==> config.mk <==
export PLATFORM = sky130hd
export DESIGN_NAME = one_wire_bus_master
export DESIGN_NICKNAME = d
export VERILOG_FILES = /design/src/design/owb_pkg.sv /design/src/design/one_wire_bus_master.sv
export SDC_FILE = /design/constraint.sdc
export NUM_CORES = 1
export LEC_CHECK = 0
export ABC_CLOCK_PERIOD_IN_PS = 6400
export BUFFER_PORTS_ARGS = -buffer_cell sky130_fd_sc_hd__buf_2
export CAP_MARGIN = 20
export CORE_MARGIN = 2
export CORE_UTILIZATION = 30
export DETAILED_ROUTE_END_ITERATION = 7
export MAX_ROUTING_LAYER = met4
export SLEW_MARGIN = 5
export SYNTH_ARGS = -nofsm -noshare
export SYNTH_HDL_FRONTEND = slang
export SYNTH_SLANG_ARGS = --single-unit
==> constraint.sdc <==
create_clock -name clk -period 6.4 [get_ports clk]
set_input_delay 0.64 -clock clk [delete_from_list [all_inputs] [get_ports clk]]
set_output_delay 0.64 -clock clk [all_outputs]
set_load 0.02 [all_outputs]
==> src/design/owb_pkg.sv <==
// Package for the 1-Wire bus master: register map, command and status codes,
// result record type and small helpers. No dependencies.
`default_nettype none
package owb_pkg;

	// Configuration register file
	localparam int NUM_REGS = 8;
	localparam int REG_W    = 10;
	localparam int IDX_W    = 3;

	localparam logic [IDX_W-1:0] REG_RESET_LOW    = 3'd0;
	localparam logic [IDX_W-1:0] REG_PRES_WAIT    = 3'd1;
	localparam logic [IDX_W-1:0] REG_RESET_TAIL   = 3'd2;
	localparam logic [IDX_W-1:0] REG_WR_ONE_LOW   = 3'd3;
	localparam logic [IDX_W-1:0] REG_WR_ZERO_LOW  = 3'd4;
	localparam logic [IDX_W-1:0] REG_WR_SLOT      = 3'd5;
	localparam logic [IDX_W-1:0] REG_RD_LOW       = 3'd6;
	localparam logic [IDX_W-1:0] REG_RD_SAMPLE    = 3'd7;

	localparam logic [REG_W-1:0] REG_RESET_VALS [NUM_REGS] = '{
		10'd700, 10'd75, 10'd700, 10'd15, 10'd60, 10'd62, 10'd3, 10'd15
	};

	// Default parameter values
	localparam int DEF_READ_RECOVERY    = 75;
	localparam int DEF_TICK_COUNT_WIDTH = 10;

	// Command codes
	localparam logic [2:0] OP_TICK     = 3'd0;
	localparam logic [2:0] OP_RESET    = 3'd1;
	localparam logic [2:0] OP_WR_BYTE  = 3'd2;
	localparam logic [2:0] OP_RD_BYTE  = 3'd3;
	localparam logic [2:0] OP_RD_BIT   = 3'd4;

	// Reset outcome codes
	localparam logic [1:0] ST_PRESENT  = 2'd0;
	localparam logic [1:0] ST_NO_PRES  = 2'd1;
	localparam logic [1:0] ST_SHORTED  = 2'd2;

	// One result record per tick
	typedef struct packed {
		logic       drive_low;
		logic       busy_res;
		logic       done_res;
		logic [7:0] read_data;
		logic [1:0] reset_status;
		logic       rejected;
	} owb_res_t;

	// A zero length counts as one tick
	function automatic logic [REG_W-1:0] min1(input logic [REG_W-1:0] v);
		return (v == '0) ? REG_W'(1) : v;
	endfunction

	// Release time: slot length minus low time, at least one tick
	function automatic logic [REG_W-1:0] rel_len(input logic [REG_W-1:0] slot,
			input logic [REG_W-1:0] low);
		return (slot > low) ? (slot - low) : REG_W'(1);
	endfunction

endpackage
`default_nettype wire

==> src/design/one_wire_bus_master.sv <==
// 1-Wire bus master top level: timing sequencer, configuration registers and
// output skid buffer. Depends on owb_pkg.
//
// Usage: each transaction on the input channel (in_valid/in_ready) is one
// microsecond tick carrying op, byte_in and the sampled line_level. An op of
// reset, write byte, read byte or read bit starts a command when idle; while
// a command runs such ops are dropped and flagged in rejected. Every input
// transaction gives exactly one result transaction (out_valid/out_ready)
// with drive_low, busy_res, done_res, read_data, reset_status and rejected.
// Each result is computed combinationally from the sequencer state and the
// tick, then held in the result register. One tick is taken every cycle
// while in_ready is high. A one-entry skid register lets one more tick be
// accepted while a result waits; with both full, in_ready drops until the
// receiver takes a result. The configuration channel (cfg_valid/cfg_ready,
// cfg_index, cfg_data) is always ready and should be written only while idle.
// Reset (arst_n low) returns the sequencer to idle, clears the status and
// loads the register defaults; no clearing pass is needed.
`default_nettype none
module one_wire_bus_master #(
	parameter int READ_RECOVERY    = owb_pkg::DEF_READ_RECOVERY,
	parameter int TICK_COUNT_WIDTH = owb_pkg::DEF_TICK_COUNT_WIDTH
) (
	input  wire                           clk,
	input  wire                           arst_n,
	// tick input channel
	input  wire                           in_valid,
	output logic                          in_ready,
	input  wire  [2:0]                    op,
	input  wire  [7:0]                    byte_in,
	input  wire                           line_level,
	// result channel
	output logic                          out_valid,
	input  wire                           out_ready,
	output logic                          drive_low,
	output logic                          busy_res,
	output logic                          done_res,
	output logic [7:0]                    read_data,
	output logic [1:0]                    reset_status,
	output logic                          rejected,
	// configuration channel
	input  wire                           cfg_valid,
	output logic                          cfg_ready,
	input  wire  [owb_pkg::IDX_W-1:0]     cfg_index,
	input  wire  [owb_pkg::REG_W-1:0]     cfg_data
);
	import owb_pkg::*;

	localparam int TW = TICK_COUNT_WIDTH;
	localparam int LW = (TW > REG_W) ? TW : REG_W;
	localparam logic [LW-1:0] CNT_MAX = LW'((64'd1 << TW) - 64'd1);
	localparam logic [REG_W-1:0] REC_LEN = REG_W'(READ_RECOVERY);

	// Sequencer phases
	localparam logic [2:0] PH_IDLE    = 3'd0;
	localparam logic [2:0] PH_RST_LOW = 3'd1;
	localparam logic [2:0] PH_RST_REL = 3'd2;
	localparam logic [2:0] PH_WR_LOW  = 3'd3;
	localparam logic [2:0] PH_WR_REL  = 3'd4;
	localparam logic [2:0] PH_RD_LOW  = 3'd5;
	localparam logic [2:0] PH_RD_WAIT = 3'd6;
	localparam logic [2:0] PH_RD_REC  = 3'd7;

	logic [REG_W-1:0] cfg_q [NUM_REGS];

	logic [2:0]    phase_q;
	logic [TW-1:0] tick_q;
	logic [2:0]    bit_q;
	logic          single_q;
	logic [7:0]    shift_q;
	logic [1:0]    status_q;

	logic          out_valid_q, skid_valid_q;
	owb_res_t      out_q, skid_q;

	logic          in_fire;
	logic          is_cmd, start;
	logic [2:0]    ph, phase_nx;
	logic [TW-1:0] tc, tick_inc, tick_nx;
	logic [2:0]    bi, bit_nx;
	logic          sm;
	logic [7:0]    sb, shift_nx;
	logic [1:0]    status_nx;
	logic [REG_W-1:0] wr_low, len;
	logic [LW-1:0] fit, n_ext;
	logic          ends;
	owb_res_t      res;

	// Configuration register file
	assign cfg_ready = 1'b1;

	always_ff @(posedge clk or negedge arst_n) begin
		if (!arst_n) begin
			for (int i = 0; i < NUM_REGS; i++) begin
				cfg_q[i] <= REG_RESET_VALS[i];
			end
		end else if (cfg_valid && cfg_ready) begin
			cfg_q[cfg_index] <= cfg_data;
		end
	end

	// Command start and counter length selection
	assign in_fire = in_valid && in_ready;
	assign is_cmd  = (op == OP_RESET) || (op == OP_WR_BYTE) ||
		(op == OP_RD_BYTE) || (op == OP_RD_BIT);
	assign start   = (phase_q == PH_IDLE) && is_cmd;

	always_comb begin
		ph = phase_q;
		if (start) begin
			case (op)
				OP_RESET:   ph = PH_RST_LOW;
				OP_WR_BYTE: ph = PH_WR_LOW;
				default:    ph = PH_RD_LOW;
			endcase
		end
		tc = start ? '0 : tick_q;
		bi = start ? 3'd0 : bit_q;
		sm = start ? (op == OP_RD_BIT) : single_q;
		sb = start ? ((op == OP_WR_BYTE) ? byte_in : 8'd0) : shift_q;

		wr_low = sb[0] ? min1(cfg_q[REG_WR_ONE_LOW]) : min1(cfg_q[REG_WR_ZERO_LOW]);

		case (ph)
			PH_RST_LOW: len = min1(cfg_q[REG_RESET_LOW]);
			PH_RST_REL: len = (bi == 3'd0) ? min1(cfg_q[REG_PRES_WAIT])
				: min1(cfg_q[REG_RESET_TAIL]);
			PH_WR_LOW:  len = wr_low;
			PH_WR_REL:  len = rel_len(cfg_q[REG_WR_SLOT], wr_low);
			PH_RD_LOW:  len = min1(cfg_q[REG_RD_LOW]);
			PH_RD_WAIT: len = rel_len(cfg_q[REG_RD_SAMPLE], min1(cfg_q[REG_RD_LOW]));
			PH_RD_REC:  len = min1(REC_LEN);
			default:    len = REG_W'(1);
		endcase

		// saturate at the counter maximum
		fit = (LW'(len) > CNT_MAX) ? CNT_MAX : LW'(len);
	end

	assign tick_inc = tc + TW'(1);
	assign n_ext    = LW'(tick_inc);
	assign ends     = (n_ext >= fit);

	// Sequencer next state and result
	always_comb begin
		phase_nx  = ph;
		tick_nx   = tc;
		bit_nx    = bi;
		shift_nx  = sb;
		status_nx = status_q;
		res       = '0;
		res.busy_res = (ph != PH_IDLE);
		res.rejected = (phase_q != PH_IDLE) && is_cmd;

		if (ph != PH_IDLE) begin
			tick_nx = ends ? '0 : tick_inc;
		end

		case (ph)
			PH_RST_LOW: begin
				res.drive_low = 1'b1;
				if (ends) begin
					phase_nx = PH_RST_REL;
					bit_nx   = 3'd0;
				end
			end
			PH_RST_REL: begin
				if (ends) begin
					if (bi == 3'd0) begin
						if (line_level) begin
							status_nx    = ST_NO_PRES;
							res.done_res = 1'b1;
						end else begin
							bit_nx = 3'd1;
						end
					end else begin
						status_nx    = line_level ? ST_PRESENT : ST_SHORTED;
						res.done_res = 1'b1;
					end
				end
			end
			PH_WR_LOW: begin
				res.drive_low = 1'b1;
				if (ends) begin
					phase_nx = PH_WR_REL;
				end
			end
			PH_WR_REL: begin
				if (ends) begin
					shift_nx = {1'b0, sb[7:1]};
					bit_nx   = bi + 3'd1;
					if (bi == 3'd7) begin
						res.done_res = 1'b1;
					end else begin
						phase_nx = PH_WR_LOW;
					end
				end
			end
			PH_RD_LOW: begin
				res.drive_low = 1'b1;
				if (ends) begin
					phase_nx = PH_RD_WAIT;
				end
			end
			PH_RD_WAIT: begin
				if (ends) begin
					shift_nx = sm ? {7'd0, line_level} : {line_level, sb[7:1]};
					phase_nx = PH_RD_REC;
				end
			end
			PH_RD_REC: begin
				if (ends) begin
					if (sm) begin
						res.read_data = {7'd0, sb[0]};
						res.done_res  = 1'b1;
					end else begin
						bit_nx = bi + 3'd1;
						if (bi == 3'd7) begin
							res.read_data = sb;
							res.done_res  = 1'b1;
						end else begin
							phase_nx = PH_RD_LOW;
						end
					end
				end
			end
			default: begin
			end
		endcase

		if (res.done_res) begin
			phase_nx = PH_IDLE;
			tick_nx  = '0;
			bit_nx   = 3'd0;
		end
		res.reset_status = status_nx;
	end

	// Sequencer state registers
	always_ff @(posedge clk or negedge arst_n) begin
		if (!arst_n) begin
			phase_q  <= PH_IDLE;
			tick_q   <= '0;
			bit_q    <= 3'd0;
			single_q <= 1'b0;
			shift_q  <= 8'd0;
			status_q <= ST_PRESENT;
		end else if (in_fire) begin
			phase_q  <= phase_nx;
			tick_q   <= tick_nx;
			bit_q    <= bit_nx;
			single_q <= sm;
			shift_q  <= shift_nx;
			status_q <= status_nx;
		end
	end

	// Result register with one skid entry
	assign in_ready = !skid_valid_q;

	always_ff @(posedge clk or negedge arst_n) begin
		if (!arst_n) begin
			out_valid_q  <= 1'b0;
			skid_valid_q <= 1'b0;
		end else begin
			if (!out_valid_q || out_ready) begin
				out_valid_q  <= in_fire || skid_valid_q;
				skid_valid_q <= 1'b0;
			end else if (in_fire) begin
				skid_valid_q <= 1'b1;
			end
		end
	end

	always_ff @(posedge clk) begin
		if (!out_valid_q || out_ready) begin
			out_q <= skid_valid_q ? skid_q : res;
		end
		if (in_fire && out_valid_q && !out_ready) begin
			skid_q <= res;
		end
	end

	assign out_valid    = out_valid_q;
	assign drive_low    = out_q.drive_low;
	assign busy_res     = out_q.busy_res;
	assign done_res     = out_q.done_res;
	assign read_data    = out_q.read_data;
	assign reset_status = out_q.reset_status;
	assign rejected     = out_q.rejected;

endmodule
`default_nettype wire
==> summary.md, run 1 <==
| Metric | Value |
|---|---|
| Synth Register Bits | `137` |
| Largest family of logic cells by synthesized area | `multiplexers` |
| Fin worst setup slack | `0.518 ns` |
| Setup tns final | `0 ns` |
| Maximum clock path buffer count | `2` |
| Unrepaired setup endpoints after global routing | `no` |
| DR WL/cell | `18.1 µm` |
| Most used cell, CP | `ha_1` |
| Final net count | `907` |
| Total GRT Usage | `16.2%` |
| Arrival @ worst endpoint | `6.22 ns` |
| First-pass GRT wire length | `35400 µm` |
| Top-count cell post-synth | `mux2_2` |
| Clk sinks | `137` |
| Initial antenna violation count | `0` |
| Max cap viols | `0` |
| FFs w/ async S/R, synth | `79.6%` |
| Crit-path leading delay family | `compound AO/OA/AOI/OAI gates` |
| Multiplexer share of the synthesized area | `15.3%` |
| Leakage | `3.95 nW` |
| CP cell instances | `nor3_2 -> a21boi_0 -> a311o_2 -> mux2i_1 -> ha_1 -> fa_1 -> nor2b_1 -> o21ai_0 -> a21oi_1 -> o21ai_2 -> nor4b_1 -> nor4_2 -> ha_1 -> a21oi_1 -> a211oi_1 -> a2111oi_4 -> nand2_2 -> inv_2 -> ha_1 -> nor3_1 -> a31oi_1 -> o21ai_0 -> a211oi_1 -> a311oi_2` |
| Top cells by area, synth | `dfrtp_1 22%, mux2_2 11%, dfstp_2 11%` |
| Filler instances | `2761` |
| Synth Area in Adders | `5.73%` |
| Power per cell area | `469 mW/mm²` |
| Wirelength, routed | `22300 µm` |
| Critical Path Slowest Stage Cell | `a311o_2` |
| Pre-CTS setup slack | `-0.0123 ns` |
| Worst-Skew Late Latency | `0.43 ns` |
| Synthesis Warnings | `0` |
| Post-synth EDFFs | `28` |
| Max Slew Vio Count | `0` |
| Largest net degree at the start of global routing | `70` |
| Simple-gate portion of the synthesized area | `14.5%` |
| H-Tree Depth | `4` |
| Peak VDD IR | `0.243 mV` |
| Worst-path fanout max | `15` |
| DRC Markers | `0` |
| Final Cell Area | `0.00964 mm²` |
| Layout cell share with drive strength beyond 1 | `29.7%` |
| Number of port buffers | `45` |
| Relative slew slack | `36.5%` |
| Setup CP Type | `register to register` |
| Gr ovfl total | `0` |
| Die X | `171 µm` |
| Die height | `171 µm` |
| Minimum clock period | `5.88 ns` |
| # setup viols final | `0` |
| Num rows | `61` |
| DR iter-0 viols | `569` |
| Post-Syn Area | `0.00834 mm²` |
| Post-synth top area share | `22.2%` |
| Clock Skews | `0.0101 ns` |
| FMAX | `170 MHz` |
| Cts hold-fix bufs | `0` |
| Post-Synthesis Cells | `792` |
| CTS tree | `yes` |
| Crit end category | `register` |
| Main flop type after synthesis | `dfrtp_1` |
| Post-synthesis xor/xnor area fraction | `2.31%` |
| Starting density of the core | `30.3%` |
| Compound-cell area share of the yosys netlist | `15.2%` |
| Die ar. | `0.0292 mm²` |
| Vias/cell | `5.21` |
| Worst-Margin Slew | `0.952 ns` |
| Synth unique cells | `83` |
| Crit path buffers/inverters | `1` |
| Vias in the first global route | `6251` |
| Syn nets | `859` |
| GPL Wtd Cong | `0.965` |
| Area Growth Syn to Fin | `15.5%` |
| Post-DRT Antenna Nets | `0` |
| I/O pin count | `47` |
| First-pass iteration count of the detailed router | `4` |
| CP startpoint kind | `register` |
| Dpl hpwl | `16400 µm` |
| CP required | `6.73 ns` |
| Fin. Hold Viols | `0` |
| DP Area | `0.00901 mm²` |
| Top post-synthesis cells by count | `85 x mux2_2, 74 x dfrtp_1, 64 x nor2_1, 63 x nand2_1` |
| Number of antenna diodes | `0` |
| Status | `finished clean` |
| Biggest area consumer among synthesized cells | `dfrtp_1` |
| Total number of vias | `6417` |
| Clock buffer count from CTS | `17` |
| Syn avg cell area | `10.5 µm²` |
| Post-synthesis sequential area ratio | `43.3%` |
| Root Driver | `clkbuf_16` |
| Crit path largest cell delay | `0.52 ns` |
| Core area | `0.0276 mm²` |
| Worst-path clk slew | `0.06 ns` |
| Tcrit/Tclk final | `91.9%` |
| Worst min-delay path class | `input pin to async pin` |
logic make-up (layout without fill, tap and decap cells):
group / after synthesis / count (layout)
simple gates: 234 / 234
compound gates: 177 / 177
flops: 137 / 137
mux: 116 / 116
buf+inv: 68 / 129
fa+ha+maj: 37 / 37
xor+xnor: 22 / 22
other cells: 1 / 1
power breakdown:
part,total (W),switching [W],internal [W],leakage [nW]
registers,0.00130,0.000167,0.00114,1.54
clock network,0.00102,0.000401,0.000624,0.301
logic,0.00220,0.00132,0.000881,2.10
worst paths after layout:
check,from,end,slack [ns],depth (start not counted)
max,phase_q[1],bit_q[0],0.52,24
min,arst_n,shift_q[7],0.19,1
max reg2reg,phase_q[1],bit_q[0],0.52,24
min reg2reg,status_q[0],status_q[0],0.49,2
max in group asynchronous,arst_n,cfg_q[19],4.86,2
min in group clk,in_valid,out_valid,0.44,3
layout make-up:
| type | instances | area (µm²) | share of cell area (%) |
|---|---|---|---|
| clock inverters | 11 | 136 | 1.42 |
| well taps | 378 | 473 | 4.91 |
| clock buffers | 21 | 482 | 5.00 |
| repair buffers | 65 | 382 | 3.96 |
| flip-flops and latches | 137 | 3610 | 37.5 |
| multi-input cells | 587 | 4430 | 46.0 |
| inverters | 32 | 120 | 1.25 |
per-layer routing:
layer  vias up  wire (µm)  GRT usage, %
met5         -          0             -
li1       3054          -             -
met4         0        436          4.98
met1      3134      10700          21.9
met2       198      10100          24.9
met3        31       1110          2.78
timing repair:
item / in CTS / in global routing
gates resized for setup: 0 / 2
setup endpoints to repair: 0 / 4
setup buffers: 0 / 0
per-stage QoR:
stage | utilization [%] | hold WS, ns | power, W | std cells
finish | 35.0 | 0.185 | 0.00452 | 1231
global route | 35.0 | 0.232 | 0.00482 | 1231
CTS | 35.0 | 0.202 | 0.00452 | 1231
detailed placement | 32.7 | 0.471 | 0.00348 | 1199
global placement | 32.7 | 0.463 | 0.00346 | 1198
floorplan | - | 0.344 | 0.00290 | 792
flip-flops by register name, summed over array words and instances, names as in the netlist, 2 cells and up:
name / count
phase_q: 3
bit_q: 3
status_q: 2
cfg_q: 80
reset_status: 2
shift_q: 8
tick_q: 10
skid_q: 14
read_data: 8
cell usage in the layout (no fill, tap or decap), drive strengths merged, types with 6 or more instances in the layout:
cell	count
inv	34
o22ai	7
nand2	64
clkbuf	21
nor3	28
mux2	85
a211oi	12
xor2	8
a31oi	15
a311oi	6
buf	65
a21oi	29
clkinv	6
nand2b	7
a22oi	7
ha	35
edfxtp	28
mux2i	31
and3	8
nand3	14
o31ai	17
dfstp	35
xnor2	14
nand4	7
o21ai	35
dfrtp	74
a21o	6
nor2	64
nor4	9
Power figures use the tool's default switching activity.
==> inputs of run 2 (changes only) <==
--- a/config.mk
+++ b/config.mk
@@ -5,13 +5,15 @@
 export SDC_FILE = /design/constraint.sdc
 export NUM_CORES = 1
 export LEC_CHECK = 0
-export ABC_CLOCK_PERIOD_IN_PS = 6400
+export ABC_CLOCK_PERIOD_IN_PS = 5950
 export BUFFER_PORTS_ARGS = -buffer_cell sky130_fd_sc_hd__buf_2
 export CAP_MARGIN = 20
 export CORE_MARGIN = 2
 export CORE_UTILIZATION = 30
 export DETAILED_ROUTE_END_ITERATION = 7
 export MAX_ROUTING_LAYER = met4
+export RECOVER_POWER = 100
+export SKIP_CTS_REPAIR_TIMING = 1
 export SLEW_MARGIN = 5
 export SYNTH_ARGS = -nofsm -noshare
 export SYNTH_HDL_FRONTEND = slang
==> constraint.sdc (replaced) <==
create_clock -name clk -period 5.95 [get_ports clk]
set_input_delay 0.595 -clock clk [delete_from_list [all_inputs] [get_ports clk]]
set_output_delay 0.595 -clock clk [all_outputs]
set_load 0.02 [all_outputs]
==> summary.md, run 2 (synthesis results as in run 1) <==
| Metric | Value |
|---|---|
| Worst-Margin Slew | `3.62 ns` |
| Crit path largest cell delay | `0.50 ns` |
| Largest net degree at the start of global routing | `62` |
| Initial antenna violation count | `0` |
| Crit path to | `bit_q[0]` |
| Gr ovfl total | `0` |
| Status | `complete, but fails checks` |
| H-Tree Depth | `4` |
| Clock buffer count from CTS | `17` |
| Core area | `0.0276 mm²` |
| Relative slew slack | `-141%` |
| Final std cells w/o fill | `1243` |
| Arrival @ worst endpoint | `5.96 ns` |
| WP depth | `26` |
| Worst Setup SP | `phase_q[1]` |
| Reg2reg end | `bit_q[0]` |
| Max cap viols | `3` |
| Max Slew Vio Count | `84` |
| DR iter-0 viols | `461` |
| Dpl hpwl | `16600 µm` |
| Hold depth | `3` |
| CTS tree | `yes` |
| Commonest non-fill, non-tap cell in the layout | `mux2_2` |
| Placed Cells | `1206` |
| DR WL/cell | `18.3 µm` |
| FMAX | `178 MHz` |
| Worst-Skew Late Latency | `0.42 ns` |
| Worst-path fanout max | `15` |
| Hold_ws | `0.425 ns` |
| Crit end category | `register` |
| Wirelength, routed | `22800 µm` |
| Largest regs | `cfg_q x80, skid_q x14, tick_q x10` |
| CP startpoint kind | `register` |
| First-pass iteration count of the detailed router | `5` |
| Clk sinks | `137` |
| Worst r2r src | `phase_q[1]` |
| Area Growth Syn to Fin | `15.9%` |
| Die height | `171 µm` |
| Failing checks | `max-capacitance violations, max-slew violations` |
| DRC Markers | `0` |
| Setup CP Type | `register to register` |
| Setup tns final | `0 ns` |
| Final Util | `35.1%` |
| I/O pin count | `47` |
| Starting density of the core | `30.3%` |
| Vias/cell | `5.24` |
| Power per cell area | `509 mW/mm²` |
| Final net count | `919` |
| Pre-CTS setup slack | `-0.0955 ns` |
| Peak VDD IR | `0.224 mV` |
| Area occupied by multi-input gates | `0.00446 mm²` |
| Largest Register | `cfg_q` |
| Total number of vias | `6517` |
| Number of antenna diodes | `0` |
| Critical Path Slowest Stage Cell | `a311o_2` |
| R2R cell count | `26` |
| Layout cell share with drive strength beyond 1 | `28.4%` |
| Die X | `171 µm` |
| Fin worst setup slack | `0.328 ns` |
| Die ar. | `0.0292 mm²` |
| Max reg flops | `80` |
| Clock Skews | `0.00927 ns` |
| Worst min-delay path class | `input pin to register` |
| Num rows | `61` |
| Minimum clock period | `5.62 ns` |
| Root Driver | `clkbuf_16` |
| Leakage | `3.91 nW` |
| CP required | `6.28 ns` |
| Commonest cells after routing, fill and taps aside | `84 x mux2_2, 74 x dfrtp_1, 63 x nand2_1, 63 x nor2_1` |
| Tcrit/Tclk final | `94.5%` |
| Crit path buffers/inverters | `4` |
| Maximum clock path buffer count | `2` |
| Register area | `0.00361 mm²` |
| Crit-path leading delay family | `compound AO/OA/AOI/OAI gates` |
| Worst-path clk slew | `0.06 ns` |
| # setup viols final | `0` |
| Number of port buffers | `45` |
| Filler instances | `2805` |
| Reg2Reg Setup Slack | `0.33 ns` |
| Fin. Hold Viols | `0` |
| First-pass GRT wire length | `36500 µm` |
| Total GRT Usage | `16.6%` |
| Most used cell, CP | `ha_1` |
| Post-DRT Antenna Nets | `0` |
| GPL Wtd Cong | `0.911` |
| Vias in the first global route | `6463` |
[run 2: changes by cell type in the layout (fill, tap and decap cells not counted), sizes merged]
cell      before  now
buf           65   53
bufinv         2    1
clkbuf        21   42
clkinv         6    4
clkinvlp       1    0
inv           34   41
[run 2: power by group]
| part | switching [W] | leakage (nW) | internal [W] | total, W |
|---|---|---|---|---|
| registers | 0.000189 | 1.54 | 0.00122 | 0.00141 |
| logic | 0.00147 | 2.08 | 0.00100 | 0.00247 |
| clock network | 0.000444 | 0.289 | 0.000597 | 0.00104 |
| total | 0.00210 | 3.91 | 0.00282 | 0.00492 |
[run 2: routing by layer]
layer	GRT usage [%]	up-vias	wire, µm
li1	-	3078	-
met1	22.4	3230	10900
met2	25.5	185	10500
met3	3.17	24	1050
met4	4.57	0	361
met5	-	-	0
[run 2: worst min path at each step]
| stage | start | endpoint | slack [ns] |
|---|---|---|---|
| after floorplan | arst_n | bit_q[0] | 0.30 |
| after global placement | status_q[0] | status_q[0] | 0.46 |
| after detailed placement | status_q[0] | status_q[0] | 0.47 |
| after CTS | arst_n | shift_q[6] | 0.32 |
| after global routing | in_valid | out_valid | 0.43 |
| final | in_valid | out_valid | 0.42 |
[run 2: cell type report]
class / instances / share of cell area (%)
inverters: 32 / 1.29
repair buffers: 77 / 4.41
flip-flops and latches: 137 / 37.4
clock inverters: 14 / 1.39
well taps: 378 / 4.89
clock buffers: 18 / 4.54
multi-input cells: 587 / 46.1
[run 2: stage by stage]
step	cell area [µm²]	power [W]
finish	9670	0.00492
global route	9670	0.00527
CTS	9640	0.00484
detailed placement	9070	0.00379
global placement	9050	0.00375
floorplan	8340	0.00312
[run 2: worst reg2reg max path: cells and delay by family, from the launching register on]
family                   cells  cell delay [ns]
adder cells (fa/ha/maj)      3             0.87
AO/OA/AOI/OAI               11             1.94
AND/OR/NAND/NOR              7             1.45
flip-flops                   1             0.40
buffers and inverters        4             0.68
multiplexers                 1             0.22
==> inputs of run 3 (changes only) <==
--- a/config.mk
+++ b/config.mk
@@ -8,12 +8,14 @@
 export ABC_CLOCK_PERIOD_IN_PS = 5950
 export BUFFER_PORTS_ARGS = -buffer_cell sky130_fd_sc_hd__buf_2
 export CAP_MARGIN = 20
+export CELL_PAD_IN_SITES_DETAIL_PLACEMENT = 0
+export CELL_PAD_IN_SITES_GLOBAL_PLACEMENT = 1
 export CORE_MARGIN = 2
-export CORE_UTILIZATION = 30
+export CORE_UTILIZATION = 49
 export DETAILED_ROUTE_END_ITERATION = 7
 export MAX_ROUTING_LAYER = met4
+export PLACE_DENSITY_LB_ADDON = 0.1
 export RECOVER_POWER = 100
-export SKIP_CTS_REPAIR_TIMING = 1
 export SLEW_MARGIN = 5
 export SYNTH_ARGS = -nofsm -noshare
 export SYNTH_HDL_FRONTEND = slang
==> summary.md, run 3 (synthesis results as in run 1) <==
| Metric | Value |
|---|---|
| Arrival @ worst endpoint | `5.92 ns` |
| Vias/cell | `6.15` |
| Total number of vias | `6647` |
| Crit end category | `register` |
| CP required | `6.20 ns` |
| Starting density of the core | `50.3%` |
| First-pass iteration count of the detailed router | `6` |
| Fin. Hold Viols | `0` |
| Initial antenna violation count | `0` |
| Number of antenna diodes | `0` |
| Final net count | `915` |
| Relative slew slack | `-111%` |
| Clk sinks | `137` |
| DR iter-0 viols | `505` |
| Filler instances | `1499` |
| Die ar. | `0.0181 mm²` |
| # setup viols final | `0` |
| Clock Skews | `0.00823 ns` |
| Pre-CTS setup slack | `-0.0858 ns` |
| Gr ovfl total | `0` |
| Hold_ws | `0.417 ns` |
| Core area | `0.0166 mm²` |
| Vias in the first global route | `6602` |
| Worst-path clk slew | `0.07 ns` |
| Number of port buffers | `45` |
| DRC Markers | `0` |
| Worst-Skew Late Latency | `0.43 ns` |
| Peak VDD IR | `0.286 mV` |
| Post-DRT Antenna Nets | `0` |
| GPL Wtd Cong | `0.982` |
| Final Cell Area | `0.00944 mm²` |
| Power per cell area | `528 mW/mm²` |
| Dpl hpwl | `17100 µm` |
| Setup CP Type | `register to register` |
| Largest Register | `cfg_q` |
| Area Growth Syn to Fin | `13.2%` |
| Root Driver | `clkbuf_16` |
| Fin worst setup slack | `0.281 ns` |
| Clock buffer count from CTS | `17` |
| Cts hold-fix bufs | `0` |
| Wirelength, routed | `23300 µm` |
| Num rows | `47` |
| Largest regs | `cfg_q x80, skid_q x14, tick_q x10` |
| Max cap viols | `2` |
| Reg2Reg Setup Slack | `0.28 ns` |
| H-Tree Depth | `4` |
| Unrepaired setup endpoints after global routing | `no` |
| Largest net degree at the start of global routing | `56` |
| Layout cell share with drive strength beyond 1 | `26.9%` |
| Tcrit/Tclk final | `95.3%` |
| CTS tree | `yes` |
| Commonest non-fill, non-tap cell in the layout | `mux2_2` |
| Failing checks | `max-capacitance violations, max-slew violations` |
| DP Area | `0.00883 mm²` |
| Commonest cells after routing, fill and taps aside | `84 x mux2_2, 74 x dfrtp_1, 64 x nor2_1` |
| Total GRT Usage | `27.4%` |
| Die X | `134 µm` |
| Max reg flops | `80` |
| Die height | `134 µm` |
| Leakage | `3.89 nW` |
| Worst-Margin Slew | `3.16 ns` |
| Max Slew Vio Count | `56` |
| Status | `complete, but fails checks` |
| First-pass GRT wire length | `36500 µm` |
| Minimum clock period | `5.67 ns` |
| Hold depth | `3` |
| Maximum clock path buffer count | `2` |
| CP startpoint kind | `register` |
| FMAX | `176 MHz` |
| DR WL/cell | `21.6 µm` |
| Worst-path fanout max | `14` |
| Worst min-delay path class | `input pin to register` |
| R2R cell count | `22` |
| I/O pin count | `47` |
-- run 3: critical path, stage by stage, from the launching register on --
cell and delay (ns):
dfrtp_1 0.41, nor3_4 0.24, buf_6 0.19, a21boi_1 0.13, a311o_2 0.49, clkbuf_1 0.18
mux2i_2 0.29, ha_1 0.37, nand2_1 0.14, o21ai_1 0.09, or3b_1 0.34, o21ai_1 0.17
clkbuf_2 0.21, nor3_1 0.08, nor4_2 0.36, ha_1 0.18, nand4_1 0.14, a211oi_2 0.26
a2111oi_4 0.09, clkbuf_1 0.12, a21boi_1 0.44, nand3_4 0.25, o31ai_1 0.30
-- run 3: what timing repair did --
| action | in CTS | in global routing |
|---|---|---|
| setup endpoints to repair | 0 | 22 |
| buffers inserted | 0 | 4 |
| gates resized for setup | 0 | 11 |
-- run 3: per-layer routing --
metal / track usage [%] / vias up / wire length [µm]
met4: 8.25 / 0 / 468
met1: 33.8 / 3279 / 9870
li1: - / 3081 / -
met2: 46.0 / 245 / 11700
met3: 5.03 / 42 / 1360
met5: - / - / 0
-- run 3: power breakdown --
part	switching [W]	leakage [nW]	internal (W)
combinational	0.00149	2.05	0.000979
sequential	0.000186	1.54	0.00122
clock	0.000472	0.306	0.000627
-- run 3: layout make-up --
| type | count | area (µm²) | area share (%) |
|---|---|---|---|
| Sequential cell | 137 | 3610 | 38.3 |
| Clock buffer | 18 | 450 | 4.77 |
| Inverter | 32 | 120 | 1.27 |
| Timing Repair Buffer | 72 | 374 | 3.96 |
| Clock inverter | 14 | 171 | 1.82 |
| Tap cell | 220 | 275 | 2.92 |
| Multi-Input combinational cell | 588 | 4440 | 47.0 |
-- run 3: through the flow --
step                      std cells  setup TNS, ns  utilization, %  power (W)
after floorplan                 792              0               -    0.00312
after global placement         1044              0            53.3    0.00379
after detailed placement       1044         -0.235            53.3    0.00383
after CTS                      1076              0            57.0    0.00494
after global routing           1081              0            56.9    0.00528
final                          1081              0            56.9    0.00498
-- run 3: path summary, 6_finish.rpt --
path / startpoint / endpoint
setup / recovery: phase_q[1] / read_data[4]
hold / removal: in_valid / out_valid
setup reg to reg: phase_q[1] / read_data[4]
hold reg to reg: bit_q[1] / bit_q[1]
max in group asynchronous: arst_n / cfg_q[39]
min in group asynchronous: arst_n / tick_q[4]
